**src/rtl/core/saq_pkg.sv**
```systemverilog
`default_nettype none

package saq_pkg;

   localparam int TIME_WIDTH = 32;

   localparam int ANGLE_WIDTH  = 16;
   localparam int RATE_WIDTH   = 19;
   localparam int WINDOW_WIDTH = 15;
   localparam int MAXRATE_WIDTH = 18;

   localparam int CSR_INDEX_WIDTH = 2;
   localparam int CSR_DATA_WIDTH  = 32;

   // request tdata layout, lowest bit first
   localparam int REQ_NOW_LSB      = 0;
   localparam int REQ_ANGLE_LSB    = REQ_NOW_LSB + TIME_WIDTH;
   localparam int REQ_RATE_LSB     = REQ_ANGLE_LSB + ANGLE_WIDTH;
   localparam int REQ_FRESH_LSB    = REQ_RATE_LSB + RATE_WIDTH;
   localparam int REQ_COOLDOWN_LSB = REQ_FRESH_LSB + 1;
   localparam int REQ_USED_BITS    = REQ_COOLDOWN_LSB + TIME_WIDTH;
   localparam int REQ_DATA_WIDTH   = ((REQ_USED_BITS + 7) / 8) * 8;

   localparam int RSP_DATA_WIDTH = 8;

   typedef enum logic [CSR_INDEX_WIDTH-1:0] {
      CSR_ANGLE_WINDOW = 2'd0,
      CSR_MAX_RATE     = 2'd1,
      CSR_STILL_TIME   = 2'd2,
      CSR_TARGET_ANGLE = 2'd3
   } csr_index_type;

   typedef enum logic {
      CMD_SAMPLE   = 1'b0,
      CMD_SUPPRESS = 1'b1
   } command_type;

endpackage

`default_nettype wire

```
**src/rtl/core/stillness_arm_qualifier.sv**
```systemverilog
`default_nettype none

// Channel  Direction  Handshake              Payload
// req      in         req_tvalid/req_tready  tuser: command; tdata: sample fields
// rsp      out        rsp_tvalid/rsp_tready  tdata: armed
// csr      in         csr_valid/csr_ready    csr_index, csr_data
//
// One request per cycle while req_tready is high: each request is evaluated in the
// cycle it is accepted against the held candidate/cooldown state, and its response
// is registered; rsp_tvalid rises in the cycle after a request is accepted.
// Reset clears config, candidate and cooldown state and the response register.
// req_tready is low while a response waits and rsp_tready is low, and while
// csr_valid is high. csr_ready is always high; any config write clears the candidate.

module stillness_arm_qualifier
   import saq_pkg::*;
(
   input  wire logic                       clock,
   input  wire logic                       reset,

   input  wire logic                       req_tvalid,
   output logic                            req_tready,
   // [31:0] now_ms, [47:32] angle_cdeg, [66:48] rate_cdps, [67] gyro_fresh,
   // [99:68] cooldown_ms, [103:100] zero
   input  wire logic [REQ_DATA_WIDTH-1:0]  req_tdata,
   // [0] command
   input  wire logic                       req_tuser,

   output logic                            rsp_tvalid,
   input  wire logic                       rsp_tready,
   // [0] armed, [7:1] zero
   output logic [RSP_DATA_WIDTH-1:0]       rsp_tdata,

   input  wire logic                       csr_valid,
   output logic                            csr_ready,
   input  wire logic [CSR_INDEX_WIDTH-1:0] csr_index,
   input  wire logic [CSR_DATA_WIDTH-1:0]  csr_data
);

   logic [WINDOW_WIDTH-1:0]  angle_window_ff;
   logic [MAXRATE_WIDTH-1:0] max_rate_ff;
   logic [TIME_WIDTH-1:0]    still_time_ff;
   logic signed [ANGLE_WIDTH-1:0] target_angle_ff;

   logic                  have_candidate_ff, have_candidate_in;
   logic [TIME_WIDTH-1:0] candidate_start_ff, candidate_start_in;
   logic                  suppress_active_ff, suppress_active_in;
   logic [TIME_WIDTH-1:0] suppress_until_ff, suppress_until_in;

   logic rsp_valid_ff, rsp_valid_in;
   logic armed_ff, armed_in;

   logic req_fire, csr_fire;
   command_type           command;
   logic [TIME_WIDTH-1:0] now_ms;
   logic signed [ANGLE_WIDTH-1:0] angle_cdeg;
   logic signed [RATE_WIDTH-1:0]  rate_cdps;
   logic                  gyro_fresh;
   logic [TIME_WIDTH-1:0] cooldown_ms;

   logic signed [ANGLE_WIDTH:0] angle_err;
   logic [ANGLE_WIDTH:0]        angle_mag;
   logic [RATE_WIDTH-1:0]       rate_mag;
   logic [TIME_WIDTH-1:0]       cool_diff;
   logic [TIME_WIDTH-1:0]       elapsed;
   logic                        still;

   // a config write takes the cycle; the request waits
   assign req_tready = (!rsp_valid_ff || rsp_tready) && !csr_valid;
   assign req_fire   = req_tvalid && req_tready;
   assign csr_ready  = 1'b1;
   assign csr_fire   = csr_valid;

   assign command     = command_type'(req_tuser);
   assign now_ms      = req_tdata[REQ_NOW_LSB +: TIME_WIDTH];
   assign angle_cdeg  = req_tdata[REQ_ANGLE_LSB +: ANGLE_WIDTH];
   assign rate_cdps   = req_tdata[REQ_RATE_LSB +: RATE_WIDTH];
   assign gyro_fresh  = req_tdata[REQ_FRESH_LSB];
   assign cooldown_ms = req_tdata[REQ_COOLDOWN_LSB +: TIME_WIDTH];

   // 17-bit signed error; magnitude of the most negative value still fits unsigned
   assign angle_err = {angle_cdeg[ANGLE_WIDTH-1], angle_cdeg} -
                      {target_angle_ff[ANGLE_WIDTH-1], target_angle_ff};
   assign angle_mag = angle_err[ANGLE_WIDTH] ? (ANGLE_WIDTH+1)'(-angle_err) :
                                               (ANGLE_WIDTH+1)'(angle_err);
   assign rate_mag  = rate_cdps[RATE_WIDTH-1] ? RATE_WIDTH'(-rate_cdps) :
                                                RATE_WIDTH'(rate_cdps);

   assign still = gyro_fresh &&
                  (angle_mag <= {{(ANGLE_WIDTH+1-WINDOW_WIDTH){1'b0}}, angle_window_ff}) &&
                  (rate_mag <= {{(RATE_WIDTH-MAXRATE_WIDTH){1'b0}}, max_rate_ff});

   // wrap-safe cooldown check: sign of the modular difference
   assign cool_diff = now_ms - suppress_until_ff;
   assign elapsed   = have_candidate_ff ? (now_ms - candidate_start_ff) : '0;

   always_comb begin
      have_candidate_in  = have_candidate_ff;
      candidate_start_in = candidate_start_ff;
      suppress_active_in = suppress_active_ff;
      suppress_until_in  = suppress_until_ff;
      armed_in           = armed_ff;
      rsp_valid_in       = rsp_valid_ff;

      if (rsp_valid_ff && rsp_tready) begin
         rsp_valid_in = 1'b0;
      end

      if (csr_fire) begin
         have_candidate_in  = 1'b0;
         candidate_start_in = '0;
      end else if (req_fire) begin
         rsp_valid_in = 1'b1;
         armed_in     = 1'b0;
         if (command == CMD_SUPPRESS) begin
            suppress_until_in  = now_ms + cooldown_ms;
            suppress_active_in = 1'b1;
            have_candidate_in  = 1'b0;
            candidate_start_in = '0;
         end else if (suppress_active_ff && cool_diff[TIME_WIDTH-1]) begin
            have_candidate_in  = 1'b0;
            candidate_start_in = '0;
         end else begin
            suppress_active_in = 1'b0;
            if (!still) begin
               have_candidate_in  = 1'b0;
               candidate_start_in = '0;
            end else begin
               if (!have_candidate_ff) begin
                  have_candidate_in  = 1'b1;
                  candidate_start_in = now_ms;
               end
               armed_in = (elapsed >= still_time_ff);
            end
         end
      end
   end

   always_ff @(posedge clock) begin
      if (reset) begin
         angle_window_ff    <= '0;
         max_rate_ff        <= '0;
         still_time_ff      <= '0;
         target_angle_ff    <= '0;
         have_candidate_ff  <= 1'b0;
         candidate_start_ff <= '0;
         suppress_active_ff <= 1'b0;
         suppress_until_ff  <= '0;
         rsp_valid_ff       <= 1'b0;
         armed_ff           <= 1'b0;
      end else begin
         have_candidate_ff  <= have_candidate_in;
         candidate_start_ff <= candidate_start_in;
         suppress_active_ff <= suppress_active_in;
         suppress_until_ff  <= suppress_until_in;
         rsp_valid_ff       <= rsp_valid_in;
         armed_ff           <= armed_in;
         if (csr_fire) begin
            case (csr_index_type'(csr_index))
               CSR_ANGLE_WINDOW: angle_window_ff <= csr_data[WINDOW_WIDTH-1:0];
               CSR_MAX_RATE:     max_rate_ff     <= csr_data[MAXRATE_WIDTH-1:0];
               CSR_STILL_TIME:   still_time_ff   <= csr_data[TIME_WIDTH-1:0];
               CSR_TARGET_ANGLE: target_angle_ff <= csr_data[ANGLE_WIDTH-1:0];
               default: ;
            endcase
         end
      end
   end

   assign rsp_tvalid = rsp_valid_ff;
   assign rsp_tdata  = {{(RSP_DATA_WIDTH-1){1'b0}}, armed_ff};

   a_csr_clears_candidate: assert property (@(posedge clock) disable iff (reset)
      csr_fire |=> !have_candidate_ff)
      else $error("config write left a candidate");

   a_suppress_not_armed: assert property (@(posedge clock) disable iff (reset)
      (req_fire && req_tuser && !csr_fire) |=> (rsp_tvalid && !rsp_tdata[0] &&
                                                suppress_active_ff))
      else $error("suppress request did not start cooldown or reported armed");

   a_armed_has_candidate: assert property (@(posedge clock) disable iff (reset)
      (req_fire && armed_in && !csr_fire) |=> (have_candidate_ff &&
                                               !suppress_active_ff))
      else $error("armed without a held candidate");

   a_no_accept_when_full: assert property (@(posedge clock) disable iff (reset)
      (rsp_valid_ff && !rsp_tready) |=> (rsp_tdata[0] == $past(armed_ff)))
      else $error("response overwritten while stalled");

endmodule

`default_nettype wire

```
**config.mk**
```make
export PLATFORM = sky130hd
export DESIGN_NAME = stillness_arm_qualifier
export DESIGN_NICKNAME = d
export VERILOG_FILES = /design/src/rtl/core/saq_pkg.sv /design/src/rtl/core/stillness_arm_qualifier.sv
export SDC_FILE = /design/constraint.sdc
export NUM_CORES = 1
export LEC_CHECK = 0
export BUFFER_PORTS_ARGS = -buffer_cell sky130_fd_sc_hd__buf_4
export CORE_MARGIN = 2
export CORE_UTILIZATION = 45
export CTS_BUF_LIST = sky130_fd_sc_hd__clkbuf_16
export DETAILED_ROUTE_END_ITERATION = 8
export PLACE_DENSITY = 0.64
export SKIP_LAST_GASP = 1
export SLEW_MARGIN = 20
export SYNTH_ARGS = -nofsm -noshare
export SYNTH_HDL_FRONTEND = slang
export SYNTH_SLANG_ARGS = --single-unit
```
**constraint.sdc**
```tcl
create_clock -name clock -period 10.9 [get_ports clock]
set_input_delay 2.18 -clock clock [delete_from_list [all_inputs] [get_ports clock]]
set_output_delay 2.18 -clock clock [all_outputs]
set_load 0.02 [all_outputs]
```
# Word level (Yosys, flattened, before mapping)

Index checks and enable logic that the tools add are counted.

Register bits: 149
Latch bits: 0
Bits in writable memories: 0
ROM bits: 0
Input bits: 144
Output and inout bits: 11
Memories: 0

$add $sub $neg: 6
Multiply operators: 0
Div/mod/pow operators: 0
$lt $le $gt $ge: 3
Equality and inequality tests: 5
Shift-type cells: 0
Mux-type cells: 18
Bitwise operators: 1
Reductions and logical operators: 19

Operator list:

| operator             | number |
|---|---|
| $mux W32             | 5 |
| $sub A32 B32 Y32     | 2 |
| $add A32 B32 Y32     | 1 |
| $ge A32 B32 Y1       | 1 |
| $le A19 B18 Y1       | 1 |
| $mux W19             | 1 |
| $neg A19 Y19         | 1 |
| $le A17 B15 Y1       | 1 |
| $mux W17             | 1 |
| $neg A17 Y17         | 1 |
| $sub A16 B16 Y17     | 1 |
| $reduce_and A2 Y1    | 6 |
| $mux W1              | 11 |
| $logic_and A1 B1 Y1  | 6 |
| $reduce_and A3 Y1    | 2 |
| $eq A2 B2 Y1 const B | 2 |
| $ne A4 B3 Y1 const B | 1 |
| $eq A2 B1 Y1 const B | 1 |
| $logic_not A1 Y1     | 2 |
| $logic_not A2 Y1     | 1 |
| $ne A2 B2 Y1 const B | 1 |
| $reduce_or A2 Y1     | 1 |
| $logic_or A1 B1 Y1   | 1 |
| $not A1 Y1           | 1 |

# Depth between registers and ports, before layout

Gate-level depths: netlist (run 1).

Depth after elaboration: 9
Gate-level depth with buffers: 24
Depth with buffers taken out: 24

# Least setup slack after synthesis (run 1)

Ideal clock, no wire load.

Path kind: input to register
Start point: input port req_tdata[32]
End point: register candidate_start_ff[10]
Data arrival time: 6,764 ps
Data required time: 10,841 ps
Path slack: 4,078 ps
Stages: 24
Buffers on the path: 2
Path through: inv_1 ha_1 fa_1 nor2b_1 o2111ai_1 and3_1 o311ai_1 o211a_1 o21ai_0 clkbuf_1 o21ai_0 xnor2_1 ha_1 nand3_1 o21bai_1 a31oi_1 a211o_1 a221oi_1 a41oi_1 nor4b_1 nand3_1 nor4_4 buf_6 a22o_1

Cells in the longest elaborated chain, start to end: 9
Elaborated cells on any way between the ends: 11
Those cells by class: 2 x add/sub; 1 x order compare; 1 x eq/ne; 4 x mux; 3 x reduce/logical

Ends and longest elaborated chain:

| what                  | RTL line                       | source |
|---|---|---|
| from (decl)           | stillness_arm_qualifier.sv:25  | `input wire logic [REQ_DATA_WIDTH-1:0] req_tdata,` |
| $sub A16 B16 Y17 *    | stillness_arm_qualifier.sv:82  | `assign angle_err = {angle_cdeg[ANGLE_WIDTH-1], angle_cdeg} -` |
| $neg A17 Y17          | stillness_arm_qualifier.sv:84  | `assign angle_mag = angle_err[ANGLE_WIDTH] ? (ANGLE_WIDTH+1)'(-angle_err) :` |
| $mux W17 *            | stillness_arm_qualifier.sv:84  |  |
| $le A17 B15 Y1 *      | stillness_arm_qualifier.sv:90  | `(angle_mag <= {{(ANGLE_WIDTH+1-WINDOW_WIDTH){1'b0}}, angle_window_ff}) &&` |
| $logic_and A1 B1 Y1 * | stillness_arm_qualifier.sv:89  | `assign still = gyro_fresh &&` |
| $logic_and A1 B1 Y1 * | stillness_arm_qualifier.sv:90  |  |
| $mux W32              | stillness_arm_qualifier.sv:125 | `if (!still) begin` |
| $mux W32              | stillness_arm_qualifier.sv:120 | `end else if (suppress_active_ff && cool_diff[TIME_WIDTH-1]) begin` |
| $mux W32              | stillness_arm_qualifier.sv:115 | `if (command == CMD_SUPPRESS) begin` |
| to (signal assigned)  | stillness_arm_qualifier.sv:153 | `candidate_start_ff <= candidate_start_in;` |
| to (decl)             | stillness_arm_qualifier.sv:46  | `logic [TIME_WIDTH-1:0] candidate_start_ff, candidate_start_in;` |

Every way passes the cells marked *; elsewhere a longest branch is shown, timed or not.
A chain may end at the register's enable or synchronous reset.

# Worst setup path in the final report (run 1)

Start point: input port req_tdata[32]
End point: register candidate_start_ff[1]

The elaborated chain is that of the path after synthesis.

==> metrics.md, run 1 <==
| Metric | Value |
|---|---|
| Cts-stage hold buffer count | 0 |
| Leakage | 5.807 nW |
| Final hold vios | 0 |
| Largest net degree at the start of global routing | 84 |
| CP Data Arrival Time | 7.95 ns |
| Startpoint class of the critical path | primary input |
| Proportion of netlist area held by the largest area contributor | 24.27% |
| # diodes | 0 |
| Router iterations before antenna repair | 5 |
| Kind of critical path | in -> reg |
| Post-Syn Area per Cell | 7.618 um^2 |
| 1st-iter DRT viols | 689 |
| Residual DRC | 0 |
| Core area | 26,880 um^2 |
| Most frequent cells in the layout | nand2_1 (267), a21oi_1 (190), ha_1 (175) |
| Cell taking the most area after synthesis | dfxtp_1 |
| Synth top area cells | dfxtp_1 (24%), ha_1 (18%), nand2_1 (8.2%) |
| CTS HTree Levels | 4 |
| Tcrit/Tclk final | 69.60% |
| Clk Latency, worst-skew pair | 0.43 ns |
| GP Congestion | 0.8967 |
| Cts repair resizes | 0 |
| Die Height | 169.2 um |
| RSZ-0062 raised after global routing | no |
| DP Cell Count | 2,044 |
| Gr ovfl total | 0 |
| Mapped cell area | 12,290 um^2 |
| Antenna violations before repair | 0 |
| First-pass GRT wire length | 47,800 um |
| Logic pwr share | 27.1% |
| DIE AREA | 28,640 um^2 |
| PortBufs | 142 |
| Fill count | 2,601 |
| CTS max path bufs | 2 |
| Boundary Pins | 155 |
| Synth cell types | 71 |
| Post-DRT Antenna Nets | 0 |
| WP data required | 11.27 ns |
| Drt total wl | 29,320 um |
| Slew headroom | 30.33% |
| Sequential area share after synthesis | 24.27% |
| Setup TNS | 0 ns |
| Post-Syn Instances | 1,613 |
| Area Growth Syn to Fin | 15.00% |
| Outcome | completed |
| Most common cell after layout, fill and taps aside | nand2_1 |
| Max-cap viol count | 0 |
| Layout cell share with drive strength beyond 1 | 11.24% |
| Overall routing resource usage | 20.27% |
| P per Cell Area | 114.2 nW/um^2 |
| Seq pwr share | 35.2% |
| Psw | 497.4 uW |
| Crit end category | flip-flop |
| Clk sinks | 149 |
| Worst-path clk slew | 0.06 ns |
| Non-Filler Instances | 2,076 |
| Setup violations, final | 0 |
| CTS tree | built |
| Post-CTS Setup Inserts | 0 |
| Primary FF master, synth | dfxtp_1 |
| Clk_skew | 0.01010 ns |
| Via count | 10,920 |
| CTS root buf | clkbuf_16 |
| Starting Density | 45.72% |
| Crit Path Max Fanout | 32 |
| Site Rows | 60 |
| Worst Tran Pin Value | 1.034 ns |
| Final Power | 1.614 mW |
| Detailed placement HPWL | 22,820 um |
| Ys Warns | 0 |
| Nets | 2,044 |
| EDFF count, synth | 0 |
| Hold Crit Class | reg -> reg |
| Fin crit period | 7.587 ns |
| Fmax | 131.8 MHz |
| Sw Share | 30.82% |
| Vias/cell | 5.262 |
| WL/cell | 14.12 um |
| Share of total power in the clock network | 37.7% |
| Die W | 169.2 um |
| Slew Limit Fails | 0 |
| Internal power | 1.116 mW |
| Number of global-route vias before repair | 10,080 |
| #FFs+latches synth | 149 |
| Post-synth ARST share | 0% |
| Num CTS Buffers | 17 |
| Worst VDD drop | 0.0001118 V |
## worst max-delay path, cell delays in order
cell	delay [ns]
buf_4	0.10
inv_1	0.04
ha_1	0.17
fa_1	0.24
nor2b_1	0.09
o2111ai_1	0.27
and3_1	0.31
o311ai_1	0.17
o211a_1	0.27
o21ai_0	0.82
o21ai_0	0.26
xnor2_1	0.26
ha_1	0.28
nand3_1	0.11
o21bai_1	0.11
a31oi_1	0.11
a211o_1	0.27
a221oi_1	0.24
a41oi_1	0.13
nor4b_1	0.33
nand3_1	0.27
o31ai_4	0.30
buf_4	0.36
a22o_1	0.21
## worst paths after layout
kind,end,from,depth (start not counted),slack [ns]
worst min-delay path,suppress_until_ff[16],suppress_until_ff[16],2,0.45
worst max-delay path,candidate_start_ff[1],req_tdata[32],24,3.31
worst max register to register,candidate_start_ff[1],target_angle_ff[2],22,4.84
worst min register to register,suppress_until_ff[16],suppress_until_ff[16],2,0.45
## flip-flops by register name, summed over array words and instances, names as in the netlist
name	count
suppress_active_ff	1
rsp_tvalid	1
still_time_ff	32
angle_window_ff	15
max_rate_ff	18
target_angle_ff	16
have_candidate_ff	1
armed_ff	1
candidate_start_ff	32
suppress_until_ff	32
## per-stage QoR
stage | instance area (um^2) | setup WS (ns) | utilization [%] | hold WS [ns]
floorplan | 12310 | 4.078 | - | 0.4318
global placement | 13520 | 3.029 | 50.31 | 0.4387
detailed placement | 13530 | 2.911 | 50.33 | 0.4447
CTS | 14130 | 3.316 | 52.58 | 0.4518
global route | 14130 | 2.860 | 52.58 | 0.4650
finish | 14130 | 3.313 | 52.58 | 0.4488
## metal layers
| metal | track usage [%] | part of all wire (%) | vias to the layer above |
|---|---|---|---|
| li1 | - | - | 5807 |
| met4 | 5.351 | 1.2 | 0 |
| met3 | 2.495 | 3.5 | 23 |
| met2 | 33.82 | 45 | 180 |
| met1 | 27.69 | 50 | 4913 |
| met5 | 0 | 0 | - |
## synth_stat cells, types with 5 or more instances
cell and number:
nand2_1 267, or2_2 7, a22o_1 33, and3_1 8
xor2_1 30, a21oi_1 190, buf_4 9, o211ai_1 6
a211oi_1 22, and2_1 27, o21a_1 13, nand2b_1 16
nor2_1 60, ha_1 175, o21bai_1 12, or3_1 9
xnor2_1 61, a21o_1 47, inv_1 169, nor3_1 15
nor2b_1 16, a31oi_1 11, a211o_1 6, clkbuf_1 46
dfxtp_1 149, nand4_1 20, o21ai_0 62, nand3b_1 5
buf_6 7, o31ai_1 18, nand3_1 24
## final cells by class
| class | instances | area (um^2) | area share [%] |
|---|---|---|---|
| inverter | 169 | 634.4 | 4.489 |
| clock buffer | 17 | 425.4 | 3.010 |
| sequential | 149 | 2983 | 21.11 |
| timing repair buffer | 147 | 1104 | 7.809 |
| tap | 341 | 426.7 | 3.019 |
| clock inverter | 15 | 178.9 | 1.266 |
| multi-input combinational | 1238 | 8379 | 59.30 |
## cells by family (layout without fill, tap and decap cells)
group / count (synthesis) / after routing / synth area share [%]
flops: 149 / 149 / 24.27
fa+ha+maj: 178 / 178 / 18.31
other cells: 2 / 8 / 0.06112
simple gates: 493 / 493 / 18.51
buf+inv: 232 / 348 / 7.789
compound gates: 465 / 465 / 24.32
mux: 3 / 3 / 0.2546
xor+xnor: 91 / 91 / 6.486
## power by group through the flow
| stage | Combinational [mW] | Sequential, mW | Clock, mW |
|---|---|---|---|
| after detailed placement | 0.433 | 0.581 | 0 |
| after CTS | 0.437 | 0.569 | 0.625 |
| after global routing | 0.494 | 0.570 | 0.646 |
| final | 0.437 | 0.569 | 0.608 |
| after global placement | 0.425 | 0.580 | 0 |
| after floorplan | 0.310 | 0.579 | 0 |
Note: power is estimated with default switching activity, not from simulation.
==> run 2, diff against run 1 <==
- PLACE_DENSITY: 0.64 -> 0.66
- clock period: 10.9 -> 6.2 ns (I/O delays scaled with it)
==> run 2 against run 1 <==
Via count grew 2.8%. Critical path depth is 2 higher. Sequential share of layout area down 0.29 points. Sequential power increased by 76%. Die area did not move. Design area is 1.4% higher. Register-to-register slack got worse by 3.8 ns. Wire length grew 2.7%. Critical path type unchanged. Largest cell class unchanged. Highest routed layer unchanged.
==> metrics.md, run 2 (same netlist as run 1, synthesis figures left out) <==
| Metric | Value |
|---|---|
| Outcome | completed |
| R2R Setup Slk | 1.01 ns |
| CTS tree | built |
| Drt total wl | 30,100 um |
| 1st-iter DRT viols | 654 |
| Fin crit period | 5.810 ns |
| First-pass GRT wire length | 50,110 um |
| P per Cell Area | 197.4 nW/um^2 |
| Worst-path clk slew | 0.06 ns |
| Biggest regs | candidate_start_ff (32), still_time_ff (32), suppress_until_ff (32) |
| Startpoint class of the critical path | primary input |
| Max-cap viol count | 0 |
| Most common cell after layout, fill and taps aside | nand2_1 |
| Most frequent cells in the layout | nand2_1 (267), a21oi_1 (190), ha_1 (175) |
| # diodes | 0 |
| Fmax | 172.1 MHz |
| Setup violations, final | 0 |
| Site Rows | 60 |
| Crit end category | flip-flop |
| Setup crit start | req_tdata[32] |
| WL/cell | 14.33 um |
| Dpl cell area | 13,740 um^2 |
| Die Height | 169.2 um |
| CP Data Arrival Time | 6.17 ns |
| PortBufs | 142 |
| CP max stage delay | 0.42 ns |
| Residual DRC | 0 |
| Leakage | 5.915 nW |
| Cts-stage hold buffer count | 0 |
| RSZ-0062 raised after global routing | no |
| Final worst slack | 0.3896 ns |
| Slew headroom | 30.14% |
| R2R Path Start | target_angle_ff[0] |
| Via count | 11,230 |
| Crit-path slowest cell | a2111oi_4 |
| Boundary Pins | 155 |
| Overall routing resource usage | 21.04% |
| Clk_skew | 0.01165 ns |
| Worst VDD drop | 0.0001956 V |
| DIE AREA | 28,640 um^2 |
| CTS max path bufs | 2 |
| Core Util, Final | 53.31% |
| Worst hold path endpoint | suppress_until_ff[11] |
| Worst reg2reg path endpoint | candidate_start_ff[1] |
| Setup TNS | 0 ns |
| Pre-CTS setup slack | -0.1179 ns |
| WP data required | 6.56 ns |
| GP Congestion | 0.8948 |
| CTS HTree Levels | 4 |
| Clk sinks | 149 |
| Num CTS Buffers | 17 |
| Reg2reg path depth | 24 |
| Starting Density | 45.72% |
| Final hold vios | 0 |
| Gr ovfl total | 0 |
| Largest net degree at the start of global routing | 83 |
| Critical path's top delay family | compound AO/OA/AOI/OAI gates |
| Crit Path Max Fanout | 32 |
| Worst Tran Pin Value | 1.044 ns |
| Hold Crit Class | reg -> reg |
| Antenna violations before repair | 0 |
| Slew Limit Fails | 0 |
| Nets | 2,068 |
| Router iterations before antenna repair | 5 |
| Bufs and invs on worst path | 5 |
| Number of global-route vias before repair | 10,590 |
| Hold Crit Depth | 2 |
| Clk Latency, worst-skew pair | 0.43 ns |
| CTS root buf | clkbuf_16 |
| Layout cell share with drive strength beyond 1 | 12.51% |
| Post-route cell area | 14,330 um^2 |
| Tcrit/Tclk final | 93.72% |
| Post-DRT Antenna Nets | 0 |
| Worst Hold Launch | suppress_until_ff[11] |
| Area Growth Syn to Fin | 16.60% |
| Final Power | 2.828 mW |
| Kind of critical path | in -> reg |
| Vias/cell | 5.347 |
| Die W | 169.2 um |
| Core area | 26,880 um^2 |
| Detailed placement HPWL | 23,610 um |
==> run 2: report_power, final <==
part	switching (mW)	internal, mW
clock	0.438	0.595
combinational	0.436	0.360
sequential	0.0137	0.986
==> run 2: worst max-delay path by stage <==
stage	end	slack (ns)	depth (start not counted)
final	candidate_start_ff[1]	0.39	26
after global routing	candidate_start_ff[17]	0.08	25
after CTS	candidate_start_ff[19]	0.29	26
after detailed placement	candidate_start_ff[3]	-0.12	26
after global placement	candidate_start_ff[0]	-0.04	26
after floorplan	candidate_start_ff[10]	0.32	24
==> run 2: cell type report <==
| class | instances | area (um^2) |
|---|---|---|
| fillers | 2609 | 12550 |
| repair buffers | 171 | 1316 |
| multi-input cells | 1238 | 8389 |
| flip-flops and latches | 149 | 2983 |
| well taps | 341 | 426.7 |
| clock buffers | 17 | 425.4 |
| clock inverters | 15 | 152.6 |
| inverters | 169 | 634.4 |
==> run 2: routing by layer <==
| metal | up-vias | GRT usage (%) | wire (um) |
|---|---|---|---|
| met3 | 17 | 2.938 | 1275 |
| met2 | 224 | 36.27 | 14080 |
| li1 | 5861 | - | - |
| met1 | 5127 | 28.25 | 14440 |
| met4 | 0 | 3.865 | 308 |
| met5 | - | 0 | 0 |
==> run 2: repair_timing <==
item	in CTS	in global routing
resized for setup	0	2
buffers inserted	0	0
endpoints found under the setup margin	0	32
==> run 2: through the flow <==
step	std cells	hold slack (ns)
3_5_place_dp	2068	0.4435
2_1_floorplan	1619	0.4318
5_1_grt	2100	0.4700
4_1_cts	2100	0.4530
6_report	2100	0.4479
3_3_place_gp	2067	0.4388
==> run 2: worst min-delay path: stages (launching register included) <==
cell     delay [ns]
dfxtp_1        0.31
nand2_1        0.05
a21oi_1        0.05
